==> src/rtl/lfsa_pkg.sv <==
// Shared types and constants for the lowest-free slot allocator.
// Used by lfsa_front, lfsa_back and lowest_free_slot_allocator_unit.
package lfsa_pkg;

  // Field widths of the request and result items
  localparam int CmdW  = 2;
  localparam int IdW   = 22;
  localparam int IdxW  = 6;
  localparam int SpanW = 7;

  // Depth of the request queue between front and back
  localparam int QDepth = 2;

  // Command codes on the cmd field
  localparam logic [CmdW-1:0] CMD_GET   = 2'd0;
  localparam logic [CmdW-1:0] CMD_PUT   = 2'd1;
  localparam logic [CmdW-1:0] CMD_CLEAR = 2'd2;

  // Classified operation carried through the queue
  typedef enum logic [1:0] {
    OP_GET,
    OP_PUT,
    OP_CLR,
    OP_NOP
  } op_t;

  // One queued request
  typedef struct packed {
    op_t            op;
    logic [IdW-1:0] task_id;
  } req_t;

  // One slot entry of the slot store
  typedef struct packed {
    logic           busy;
    logic [IdW-1:0] owner;
  } slot_t;

  // Sequencer states of the back part
  typedef enum logic [2:0] {
    ST_INIT,
    ST_IDLE,
    ST_SCAN,
    ST_WAIT,
    ST_SWEEP,
    ST_COMMIT
  } st_t;

endpackage

==> src/rtl/lfsa_front.sv <==
// Request front end: accepts requests, classifies the command and queues them.
// Depends on lfsa_pkg.
module lfsa_front
  import lfsa_pkg::*;
(
  input  logic            clk,
  input  logic            rst,
  input  logic            in_valid,
  output logic            in_stall,
  input  logic [CmdW-1:0] cmd,
  input  logic [IdW-1:0]  task_id,
  input  logic            enable,
  output logic            q_valid,
  output req_t            q_req,
  input  logic            q_pop
);

  localparam int QAW = $clog2(QDepth);
  localparam int QCW = $clog2(QDepth + 1);

  req_t           q_mem [QDepth];
  logic [QAW-1:0] wr_ptr;
  logic [QAW-1:0] rd_ptr;
  logic [QCW-1:0] count;
  logic           push;
  req_t           req_in;

  // Map the command code to an operation
  function automatic op_t classify(input logic [CmdW-1:0] c);
    op_t o;
    case (c)
      CMD_GET:   o = OP_GET;
      CMD_PUT:   o = OP_PUT;
      CMD_CLEAR: o = OP_CLR;
      default:   o = OP_NOP;
    endcase
    return o;
  endfunction

  // Hold requests off while the store is cleared after reset or the queue is full
  assign in_stall = !enable || (count == QCW'(QDepth));
  assign push     = in_valid && !in_stall;
  assign q_valid  = (count != '0);
  assign q_req    = q_mem[rd_ptr];

  always_comb begin
    req_in.op      = classify(cmd);
    req_in.task_id = task_id;
  end

  // Queue storage
  always_ff @(posedge clk) begin
    if (push) begin
      q_mem[wr_ptr] <= req_in;
    end
  end

  // Advance pointers and count
  always_ff @(posedge clk) begin
    if (rst) begin
      wr_ptr <= '0;
      rd_ptr <= '0;
      count  <= '0;
    end else begin
      if (push) begin
        wr_ptr <= wr_ptr + QAW'(1);
      end
      if (q_pop) begin
        rd_ptr <= rd_ptr + QAW'(1);
      end
      count <= count + QCW'(push) - QCW'(q_pop);
    end
  end

endmodule

==> src/rtl/lfsa_back.sv <==
// Request back end: slot store, scan sequencer and result register.
// Depends on lfsa_pkg.
module lfsa_back
  import lfsa_pkg::*;
#(
  parameter int SLOTS = 64
) (
  input  logic             clk,
  input  logic             rst,
  input  logic             q_valid,
  input  req_t             q_req,
  output logic             q_pop,
  output logic             init_done,
  output logic             out_valid,
  input  logic             out_stall,
  output logic [IdxW-1:0]  slot_index,
  output logic             newly_given,
  output logic             was_present,
  output logic             no_room,
  output logic [SpanW-1:0] span_in_use
);

  localparam int AW = $clog2(SLOTS);
  localparam int SW = $clog2(SLOTS + 1);
  localparam logic [AW-1:0] LAST   = AW'(SLOTS - 1);
  localparam logic [SW-1:0] SLOTSW = SW'(SLOTS);

  st_t            state;
  st_t            state_next;
  logic [AW-1:0]  cnt;
  op_t            cur_op;
  logic [IdW-1:0] cur_id;
  logic [SW-1:0]  span;

  // Slot store and its registered read
  slot_t          mem [SLOTS];
  slot_t          rd_data;
  logic           rd_vld;
  logic [AW-1:0]  rd_idx;
  logic           mem_we;
  logic [AW-1:0]  mem_waddr;
  slot_t          mem_wdata;

  // Scan results
  logic           hit_f;
  logic [AW-1:0]  hit_idx;
  logic           free_f;
  logic [AW-1:0]  free_idx;
  logic           hi_f;
  logic [AW-1:0]  hi_idx;
  logic           match;

  // Outcome of the current request
  logic           out_free;
  logic           commit;
  logic [AW-1:0]  res_idx;
  logic           res_fresh;
  logic           res_present;
  logic           res_full;
  logic [SW-1:0]  res_span;
  logic           res_we;
  logic [AW-1:0]  res_waddr;
  logic           res_busy;
  logic [AW+IdxW-1:0]  idx_wide;
  logic [SW+SpanW-1:0] span_wide;

  assign out_free  = !out_valid || !out_stall;
  assign init_done = (state != ST_INIT);
  assign match     = rd_data.busy && (rd_data.owner == cur_id);

  // Next state
  always_comb begin
    state_next = state;
    case (state)
      ST_INIT: begin
        if (cnt == LAST) state_next = ST_IDLE;
      end
      ST_IDLE: begin
        if (q_valid) begin
          case (q_req.op)
            OP_GET, OP_PUT: state_next = ST_SCAN;
            OP_CLR:         state_next = ST_SWEEP;
            default:        state_next = ST_COMMIT;
          endcase
        end
      end
      ST_SCAN: begin
        if (cnt == LAST) state_next = ST_WAIT;
      end
      ST_WAIT: begin
        state_next = ST_COMMIT;
      end
      ST_SWEEP: begin
        if (cnt == LAST) state_next = ST_COMMIT;
      end
      ST_COMMIT: begin
        if (out_free) state_next = ST_IDLE;
      end
      default: begin
        state_next = ST_IDLE;
      end
    endcase
  end

  // Decide the outcome from the scan results
  always_comb begin
    res_idx     = '0;
    res_fresh   = 1'b0;
    res_present = 1'b0;
    res_full    = 1'b0;
    res_span    = span;
    res_we      = 1'b0;
    res_waddr   = '0;
    res_busy    = 1'b0;
    case (cur_op)
      OP_GET: begin
        if (hit_f) begin
          res_present = 1'b1;
          res_idx     = hit_idx;
        end else if (free_f) begin
          res_fresh = 1'b1;
          res_idx   = free_idx;
          res_we    = 1'b1;
          res_waddr = free_idx;
          res_busy  = 1'b1;
        end else if (span < SLOTSW) begin
          res_fresh = 1'b1;
          res_idx   = AW'(span);
          res_we    = 1'b1;
          res_waddr = AW'(span);
          res_busy  = 1'b1;
          res_span  = span + SW'(1);
        end else begin
          res_full = 1'b1;
        end
      end
      OP_PUT: begin
        if (hit_f) begin
          res_present = 1'b1;
          res_we      = 1'b1;
          res_waddr   = hit_idx;
          res_busy    = 1'b0;
          res_span    = hi_f ? (SW'(hi_idx) + SW'(1)) : '0;
        end
      end
      OP_CLR: begin
        res_span = '0;
      end
      default: begin
        res_span = span;
      end
    endcase
  end

  // Sequencer outputs: queue pop, store write, commit
  always_comb begin
    q_pop     = 1'b0;
    commit    = 1'b0;
    mem_we    = 1'b0;
    mem_waddr = cnt;
    mem_wdata = '{busy: 1'b0, owner: cur_id};
    case (state)
      ST_IDLE: begin
        q_pop = q_valid;
      end
      ST_INIT, ST_SWEEP: begin
        mem_we = 1'b1;
      end
      ST_COMMIT: begin
        commit    = out_free;
        mem_we    = out_free && res_we;
        mem_waddr = res_waddr;
        mem_wdata = '{busy: res_busy, owner: cur_id};
      end
      default: begin
        q_pop = 1'b0;
      end
    endcase
  end

  // State, counter and span
  always_ff @(posedge clk) begin
    if (rst) begin
      state <= ST_INIT;
      cnt   <= '0;
      span  <= '0;
    end else begin
      state <= state_next;
      if (q_pop) begin
        cnt <= '0;
      end else if (state == ST_INIT || state == ST_SCAN || state == ST_SWEEP) begin
        cnt <= cnt + AW'(1);
      end
      if (commit) begin
        span <= res_span;
      end
    end
  end

  // Capture the request being worked on
  always_ff @(posedge clk) begin
    if (q_pop) begin
      cur_op <= q_req.op;
      cur_id <= q_req.task_id;
    end
  end

  // Slot store: one write and one registered read per cycle
  always_ff @(posedge clk) begin
    if (mem_we) begin
      mem[mem_waddr] <= mem_wdata;
    end
    rd_data <= mem[cnt];
    rd_idx  <= cnt;
  end

  always_ff @(posedge clk) begin
    if (rst) begin
      rd_vld <= 1'b0;
    end else begin
      rd_vld <= (state == ST_SCAN);
    end
  end

  // Fold each scanned entry into hit, lowest free and highest other busy
  always_ff @(posedge clk) begin
    if (rst || q_pop) begin
      hit_f  <= 1'b0;
      free_f <= 1'b0;
      hi_f   <= 1'b0;
    end else if (rd_vld) begin
      if (match) begin
        hit_f <= 1'b1;
      end
      if (!rd_data.busy && !free_f && (SW'(rd_idx) < span)) begin
        free_f <= 1'b1;
      end
      if (rd_data.busy && !match) begin
        hi_f <= 1'b1;
      end
    end
  end

  always_ff @(posedge clk) begin
    if (rd_vld) begin
      if (match) begin
        hit_idx <= rd_idx;
      end
      if (!rd_data.busy && !free_f && (SW'(rd_idx) < span)) begin
        free_idx <= rd_idx;
      end
      if (rd_data.busy && !match) begin
        hi_idx <= rd_idx;
      end
    end
  end

  // Result register
  assign idx_wide  = {{IdxW{1'b0}}, res_idx};
  assign span_wide = {{SpanW{1'b0}}, res_span};

  always_ff @(posedge clk) begin
    if (rst) begin
      out_valid <= 1'b0;
    end else if (commit) begin
      out_valid <= 1'b1;
    end else if (!out_stall) begin
      out_valid <= 1'b0;
    end
  end

  always_ff @(posedge clk) begin
    if (commit) begin
      slot_index  <= idx_wide[IdxW-1:0];
      newly_given <= res_fresh;
      was_present <= res_present;
      no_room     <= res_full;
      span_in_use <= span_wide[SpanW-1:0];
    end
  end

endmodule

==> src/rtl/lowest_free_slot_allocator_unit.sv <==
// Top level of the lowest-free slot allocator: front end, queue and back end.
// Depends on lfsa_pkg, lfsa_front and lfsa_back.

// Hands out SLOTS slots to task ids. A get returns the slot an id already
// holds, else the lowest free slot below the span in use, else appends at
// the span, else reports no_room. A release frees the id's slot and pulls
// the span back to the highest occupied slot plus one; a clear empties all.
// One result comes out per request. The slot store is a memory with one
// write and one read port that is scanned one entry per cycle; a get or
// release scans every entry, a clear sweeps the whole store and an unused
// command goes straight to its result. A two-entry request queue takes new
// requests while the back end works. After reset the store is cleared in
// one pass over all SLOTS entries, during which in_stall stays high.
module lowest_free_slot_allocator_unit
  import lfsa_pkg::*;
#(
  parameter int SLOTS = 64
) (
  input  logic             clk,
  input  logic             rst,
  input  logic             in_valid,
  output logic             in_stall,
  input  logic [CmdW-1:0]  cmd,
  input  logic [IdW-1:0]   task_id,
  output logic             out_valid,
  input  logic             out_stall,
  output logic [IdxW-1:0]  slot_index,
  output logic             newly_given,
  output logic             was_present,
  output logic             no_room,
  output logic [SpanW-1:0] span_in_use
);

  logic q_valid;
  req_t q_req;
  logic q_pop;
  logic init_done;

  // Accept and classify requests
  lfsa_front u_front (
    .clk      (clk),
    .rst      (rst),
    .in_valid (in_valid),
    .in_stall (in_stall),
    .cmd      (cmd),
    .task_id  (task_id),
    .enable   (init_done),
    .q_valid  (q_valid),
    .q_req    (q_req),
    .q_pop    (q_pop)
  );

  // Carry out requests against the slot store
  lfsa_back #(
    .SLOTS (SLOTS)
  ) u_back (
    .clk         (clk),
    .rst         (rst),
    .q_valid     (q_valid),
    .q_req       (q_req),
    .q_pop       (q_pop),
    .init_done   (init_done),
    .out_valid   (out_valid),
    .out_stall   (out_stall),
    .slot_index  (slot_index),
    .newly_given (newly_given),
    .was_present (was_present),
    .no_room     (no_room),
    .span_in_use (span_in_use)
  );

  // A fresh slot never goes to an id that held one, nor with no_room
  a_fresh_excl: assert property (@(posedge clk) disable iff (rst)
    out_valid && newly_given |-> !was_present && !no_room)
    else $error("fresh slot flagged together with present or no_room");

  // No room and present are exclusive
  a_full_excl: assert property (@(posedge clk) disable iff (rst)
    out_valid && no_room |-> !was_present)
    else $error("no_room flagged for an id that held a slot");

  // Requests are held off right after reset while the store is cleared
  a_init_stall: assert property (@(posedge clk) disable iff (rst)
    $past(rst) |-> in_stall)
    else $error("request taken during the clearing pass");

  // Pop the queue only while it holds a request
  a_queue_pop: assert property (@(posedge clk) disable iff (rst)
    q_pop |-> q_valid)
    else $error("queue popped while empty");

endmodule
==> config.mk <==
export PLATFORM = sky130hd
export DESIGN_NAME = lowest_free_slot_allocator_unit
export DESIGN_NICKNAME = d
export VERILOG_FILES = /design/src/rtl/lfsa_pkg.sv /design/src/rtl/lfsa_front.sv /design/src/rtl/lfsa_back.sv /design/src/rtl/lowest_free_slot_allocator_unit.sv
export SDC_FILE = /design/constraint.sdc
export NUM_CORES = 2
export LEC_CHECK = 0
export BUFFER_PORTS_ARGS = -buffer_cell sky130_fd_sc_hd__buf_4
export CELL_PAD_IN_SITES_DETAIL_PLACEMENT = 0
export CELL_PAD_IN_SITES_GLOBAL_PLACEMENT = 1
export CORE_UTILIZATION = 51
export CTS_CLUSTER_DIAMETER = 30
export DETAILED_ROUTE_END_ITERATION = 10
export PLACE_DENSITY_LB_ADDON = 0.25
export SYNTH_ARGS = -nofsm -noshare
export SYNTH_HDL_FRONTEND = slang
export SYNTH_SLANG_ARGS = --single-unit
==> constraint.sdc <==
create_clock -name clk -period 3.05 [get_ports clk]
set_input_delay 0 -clock clk [delete_from_list [all_inputs] [get_ports clk]]
set_output_delay 0 -clock clk [all_outputs]
set_load 0.03 [all_outputs]
# --- Word-level counts from Yosys, hierarchy flattened ---
# Memory sizes are Yosys's and may differ from the RTL's. A register that Yosys moved wholly into a read port is not among the register bits.
# Index checks and enable logic that the tools add are counted.
totals:
  n_memories: 2
  word_cells: 127
  input_bits: 28
  mem_bits_rw: 1520
  out_inout_bits: 18
  register_bits: 89
mem_list:
  columns: ["name", "depth", "width", "rd", "rd_ports_with_merged_regs", "write_ports", "line_no", "source"]
  rows:
  - ["u_back.mem", 64, 23, 1, 1, 1, "lfsa_back.sv:36", "slot_t mem [SLOTS];"]
  - ["u_front.q_mem", 2, 24, 1, 1, 1, "lfsa_front.sv:21", "req_t q_mem [QDepth];"]
classes:
  n_reduce_logical: 33
  add_sub_neg: 7
  muxes: 40
  bitwise_logic: 1
  order_cmp: 2
  n_eq_ne: 20
op_table:
  columns: ["cell", "count"]
  rows:
  - ["$mux W6", 6]
  - ["$mux W7", 5]
  - ["$mux W23", 1]
  - ["$eq A22 B22 Y1", 1]
  - ["$pmux W7 S3", 1]
  - ["$pmux W3 S6", 1]
  - ["$mux W1", 16]
  - ["$mux W3", 5]
  - ["$ne A2 B1 Y1 const B", 6]
  - ["$pmux W6 S2", 1]
  - ["$eq A2 B2 Y1 const B", 4]
  - ["$reduce_or A2 Y1", 4]
  - ["$add A6 B1 Y7 const B", 1]
  - ["$add A7 B1 Y7 const B", 1]
  - ["$logic_not A1 Y1", 7]
  - ["$lt A6 B7 Y1", 1]
  - ["$lt A7 B7 Y1 const B", 1]
  - ["$add A6 B1 Y6 const B", 1]
  - ["$eq A2 B1 Y1 const B", 3]
  - ["$eq A3 B2 Y1 const B", 2]
  - ["$eq A3 B3 Y1 const B", 2]
  - ["$eq A6 B6 Y1 const B", 1]
  - ["$logic_and A1 B1 Y1", 6]
  - ["$logic_not A2 Y1", 3]
  - ["15 further kinds", 23]

# --- Logic depth before layout (Yosys ltp) ---
depth:
  depth_word: 9
  mapped_depth: 11
  mapped_depth_nobuf: 9

# --- Cells and area by module ---
# A second synthesis with hierarchy kept.
unflattened:
  hier_cells: 2963
  hier_area_um2: 62612.6
modules_own_cells:
  columns: ["module", "cells_each", "n_inst", "area_each_um2", "seq_area_each_um2"]
  rows:
  - ["lfsa_back", 2860, 1, 60549.3, 46945.0]
  - ["lfsa_front", 103, 1, 2063.2, 1541.5]

# --- Least setup slack after synthesis ---
# No wires, ideal clock.
synth_timing:
  path_type: "register -> register"
  from: "register u_back.cur_op[1]"
  to: "memory u_back.mem[19][0] (netlist name) (enable)"
  period_less_slack_ps: 3156
  n_path_buf: 2
  setup_time_ps: 403
  arrival_ps: 2754
  slack_ps: -106
  t_required_ps: 2647
  stages_incl_launch_ff: 9
  cell_sequence: "edfxtp_1 -> clkbuf_1 -> and3b_1 -> clkbuf_1 -> a21oi_1 -> o32a_1 -> and2b_1 -> nand2_2 -> nor2_1"
synth_between:
  elab_chain_len: 6
  word_cells_on_any_way: 9
  cone_classes: "eq/ne (1); mux (6); reduce/logical (2)"
synth_rtl:
  columns: ["item", "line_no", "source"]
  rows:
  - ["from (decl)", "lfsa_back.sv:31", "op_t cur_op;"]
  - ["from (signal assigned)", "lfsa_back.sv:203", "cur_op <= q_req.op;"]
  - ["$eq A2 B1 Y1 / $logic_not A2 Y1 (equally long branches)", "lfsa_back.sv:115", "case (cur_op)"]
  - ["$pmux W1 S2", "lfsa_back.sv:115", null]
  - ["$logic_and A1 B1 Y1", "lfsa_back.sv:171", "mem_we = out_free && res_we;"]
  - ["$pmux W1 S2", "lfsa_back.sv:162", "case (state)"]
  - ["$mux W1", "lfsa_back.sv:210", "if (mem_we) begin"]
  - ["$mux W1 (not written as such)", "lfsa_back.sv:211", "mem[mem_waddr] <= mem_wdata;"]
  - ["to (decl)", "lfsa_back.sv:36", null]
# Several ways; a longest one is shown, not always the timed one.

==> qor.csv <==
stage,metric,value,unit
die,row cnt,127,
cts,cts bufs inserted,313,
pwr,Pint,48.0,mW
logic_synthesis,adder and majority gate portion of the synthesized area,0.221,%
placement,Inst Count DP,4666,
global_route,total gr overflow,0,
placement,routability cong.,0.915,
finish,fillers,7968,
global_route,vias in the first global route,33400,
timing,Fmax achieved,325,MHz
timing,RSZ-0062 raised after global routing,yes,
timing,Setup Skew,0.0453,ns
die,Ports,46,
cts,"Clk pin slew, worst setup/hold paths",0.05,ns
hold_path,Hold Path Stages,4,
critical_path,Critical Path End Type,register,
timing,min Tclk post-route,3.07,ns
timing,Slew @ Worst Pin,1.13,ns
logic_synthesis,Main synth FF type,edfxtp_1,
finish,nets,3465,
finish,Finished Cell Area,77700,sq um
logic_synthesis,largest cells by area after synthesis,"edfxtp_1, mux4_2, dfxtp_1",
pwr,Worst VDD drop,580,uV
timing,post-route clock period utilization,101,%
cts,Worst-Skew Late Latency,0.89,ns
die,area of the die,124000,sq um
finish,area grow syn2layout,24.7,%
global_route,initial antenna violation count,5,
route,First DRT Iteration DRCs,4348,
route,vias per cell,6.24,
critical_path,critical path arrival,3.80,ns
global_route,first-pass GRT wire length,239000,um
logic_synthesis,multiplexer share of the synthesized area,13.8,%
cts,CTS sink count,1633,
logic_synthesis,post-synthesis area per instance,21.1,sq um
cts,CTS tree,built,
placement,post-DP HPWL,97500,um
placement,Area after DPL,66700,sq um
timing,Final setup viols,1,
critical_path,Reg2Reg Depth,7,
logic_synthesis,Cells after Synth,2950,
run,max cap viols,0,
route,drt drc,0,
pwr,total power,60.8,mW
logic_synthesis,Async SR Flop Fraction,0,%
route,DR WL/cell,31.5,um
die,Core Region,120000,sq um
cts,H-tree levels,5,
hold_path,worst hold-check path type,primary input to register,
die,initial core utilization,51.7,%
critical_path,Critical Path Source,u_back.cnt[2],
route,Metal-1 WL,67200,um
pwr,combinational share of power,4.2,%
cts,CTS root buffer,clkbuf_16,
logic_synthesis,Synth Area in Compound Gates,3.77,%
route,met2 WL,76800,um
logic_synthesis,post-synth top area cell,edfxtp_1,
logic_synthesis,synthesized net count,2989,
critical_path,CP cell instances,"buf_4, buf_4, mux4_2, a22oi_1, a21oi_1, nor2_2, o21ai_0",
critical_path,Max stage delay on crit path,0.52,ns
logic_synthesis,main combinational cell family by area after synthesis,multiplexers,
logic_synthesis,Yosys Warn Count,0,
timing,hold slack,0.0819,ns
logic_synthesis,Yosys reg bits,1633,
route,Routed met3 length,16500,um
critical_path,"Slowest-stage cell, CP",dfxtp_4,
route,first-pass iteration count of the detailed router,8,
logic_synthesis,share of the synthesized area in the top cell type,76.1,%
timing,"Worst Setup Slack, final",-0.0245,ns
pwr,Leak,25.2,nW
pwr,sequential share of power,40.5,%
global_route,largest net degree at the start of global routing,65,
logic_synthesis,Mapped Area,62300,sq um
critical_path,Worst R2R Start,u_back.cnt[2],
route,drt total wl,166000,um
outcome,failing checks,negative setup slack,
critical_path,WS Path Type,register to register,
die,Die Height,351,um
outcome,status,"finished, violations left",
logic_synthesis,Post-Synth XOR/XNOR Area,0.506,%
die,Die Span X,351,um
pwr,fraction of power spent switching nets,21.1,%
logic_synthesis,sequential fraction of the synthesis area,77.8,%
timing,Slew HR,24.3,%
critical_path,Most common cell on crit path,buf_4,
critical_path,critical path data required time,3.78,ns
pwr,Clock power frac,55.3,%
critical_path,CP max FO,19,
logic_synthesis,Simple-Gate Fraction of Synth Area,2.35,%
hold_path,HP Start,out_stall,
pwr,switching power,12.8,mW
logic_synthesis,Post-synth EDFFs,1578,
logic_synthesis,Synth cell types,66,
route,"antenna viol nets, final",0,
global_route,gr usage total,27.4,%
critical_path,Setup crit start kind,register,
finish,share of cells above drive strength 1,33.4,%
finish,Post-Layout Cell Count,5275,
timing,endpoints failing hold,0,
placement,PortBufs,45,
timing,Final Max Slew Viols,0,
pwr,power density of the placed cells,783,nW/um^2
route,DR vias,32900,
route,top layer in use,met5,
cts,clk buf depth,4,
[cell families (layout without fill, tap and decap cells)]
logic type	after synthesis	count (layout)
flops	1633	1633
simple gates	312	312
other cells	0	2
fa+ha+maj	11	11
xor+xnor	36	36
buf+inv	175	886
mux	449	449
compound gates	334	334
[synthesized netlist by cell type, drive strengths merged, types with 14 or more instances]
master / number
a22oi: 77
o221ai: 27
mux4: 325
nand3: 15
xnor2: 28
nor4: 14
o22ai: 33
o21ai: 24
nor2: 154
mux2i: 75
inv: 20
mux2: 49
a22o: 14
buf: 87
edfxtp: 1578
dfxtp: 55
a21oi: 78
clkbuf: 68
nor2b: 19
nand2: 53
[state kept, by name, indices dropped and copies added (netlist names), 2 cells and up, named ones only]
signal	flops
u_back.cur_id	22
u_back.rd_data	23
u_back.cnt	6
u_back.hi_idx	6
u_back.free_idx	6
u_back.span_in_use	7
u_back.state	3
u_front.count	2
u_back.slot_index	6
u_back.span	7
u_back.hit_idx	6
u_back.rd_idx	6
u_front.q_mem	48
u_back.cur_op	2
u_back.mem	1472
[power by group through the flow]
stage                     Clock, mW  Combinational [mW]  Sequential, mW
after floorplan                   0                1.53            24.9
after global placement            0                2.43            25.1
after detailed placement          0                2.45            25.1
after CTS                      33.9                2.54            24.6
after global routing           35.1                2.67            24.6
final                          33.6                2.55            24.6
[layout make-up]
| type | instances | area (sq um) | share of cell area [%] |
|---|---|---|---|
| sequential | 1633 | 48500 | 62.4 |
| multi-input combinational | 1142 | 13100 | 16.8 |
| clock buffer | 350 | 8130 | 10.5 |
| timing repair buffer | 316 | 3580 | 4.61 |
| clock inverter | 200 | 2290 | 2.95 |
| tap | 1612 | 2020 | 2.60 |
| inverter | 20 | 75.1 | 0.0966 |
| antenna | 2 | 5.00 | 0.00644 |
[metrics by stage]
| stage | setup slack [ns] | util [%] | TNS (ns) |
|---|---|---|---|
| floorplan | -0.106 | - | -125.63 |
| global placement | -0.797 | 55.3 | -1.66 |
| detailed placement | -0.366 | 55.3 | -0.842 |
| CTS | 0.0638 | 64.5 | 0 |
| global route | -0.0459 | 64.5 | -3.01 |
| finish | -0.0245 | 64.5 | -0.0245 |
[worst max-delay path: cells and delay by family (launching register included)]
kind	cells	cell delay, ns
and+or+nand+nor	1	0.47
AOI/OAI and AO/OA	3	0.89
buffers and inverters	2	0.72
muxes	1	0.31
DFF	1	0.52
[worst paths after layout]
| path | to | slack [ns] |
|---|---|---|
| setup / recovery | u_back.rd_data[17] | -0.02 |
| hold / removal | u_back.out_valid | 0.08 |
| hold reg to reg | u_back.hit_idx[0] | 0.49 |
| setup reg to reg | u_back.rd_data[17] | -0.02 |
[what timing repair did]
action | 4_1_cts | 5_1_grt
cloned | 0 | 0
resized for setup | 4 | 3
hold buffers | 54 | 0
pin swaps | 0 | 0
buffers inserted | 3 | 0
hold endpoints to repair | 122 | 0
endpoints found under the setup margin | 7 | 238
[layer usage]
layer	vias up	track usage, %
met5	-	0
met1	17400	39.7
met2	1902	40.8
met4	2	10.4
met3	245	6.42
li1	13400	-
[placed cells by master (no fill, tap or decap), types with 33 or more instances in the layout]
master | synthesis | routed
a22oi_1 | 76 | 75
mux2i_1 | 75 | 75
bufinv_16 | 0 | 37
dlygate4sd3_1 | 0 | 54
buf_12 | 0 | 86
mux2_2 | 49 | 49
buf_4 | 13 | 175
dfxtp_1 | 55 | 50
clkbuf_16 | 0 | 319
a21oi_1 | 78 | 78
nand2_1 | 47 | 47
nor2_2 | 0 | 66
edfxtp_1 | 1578 | 1578
clkinvlp_4 | 0 | 38
mux4_2 | 325 | 325
nor2_1 | 154 | 87
clkinv_2 | 0 | 35
o22ai_1 | 33 | 33
No activity file was read; power rests on OpenSTA's default activity.
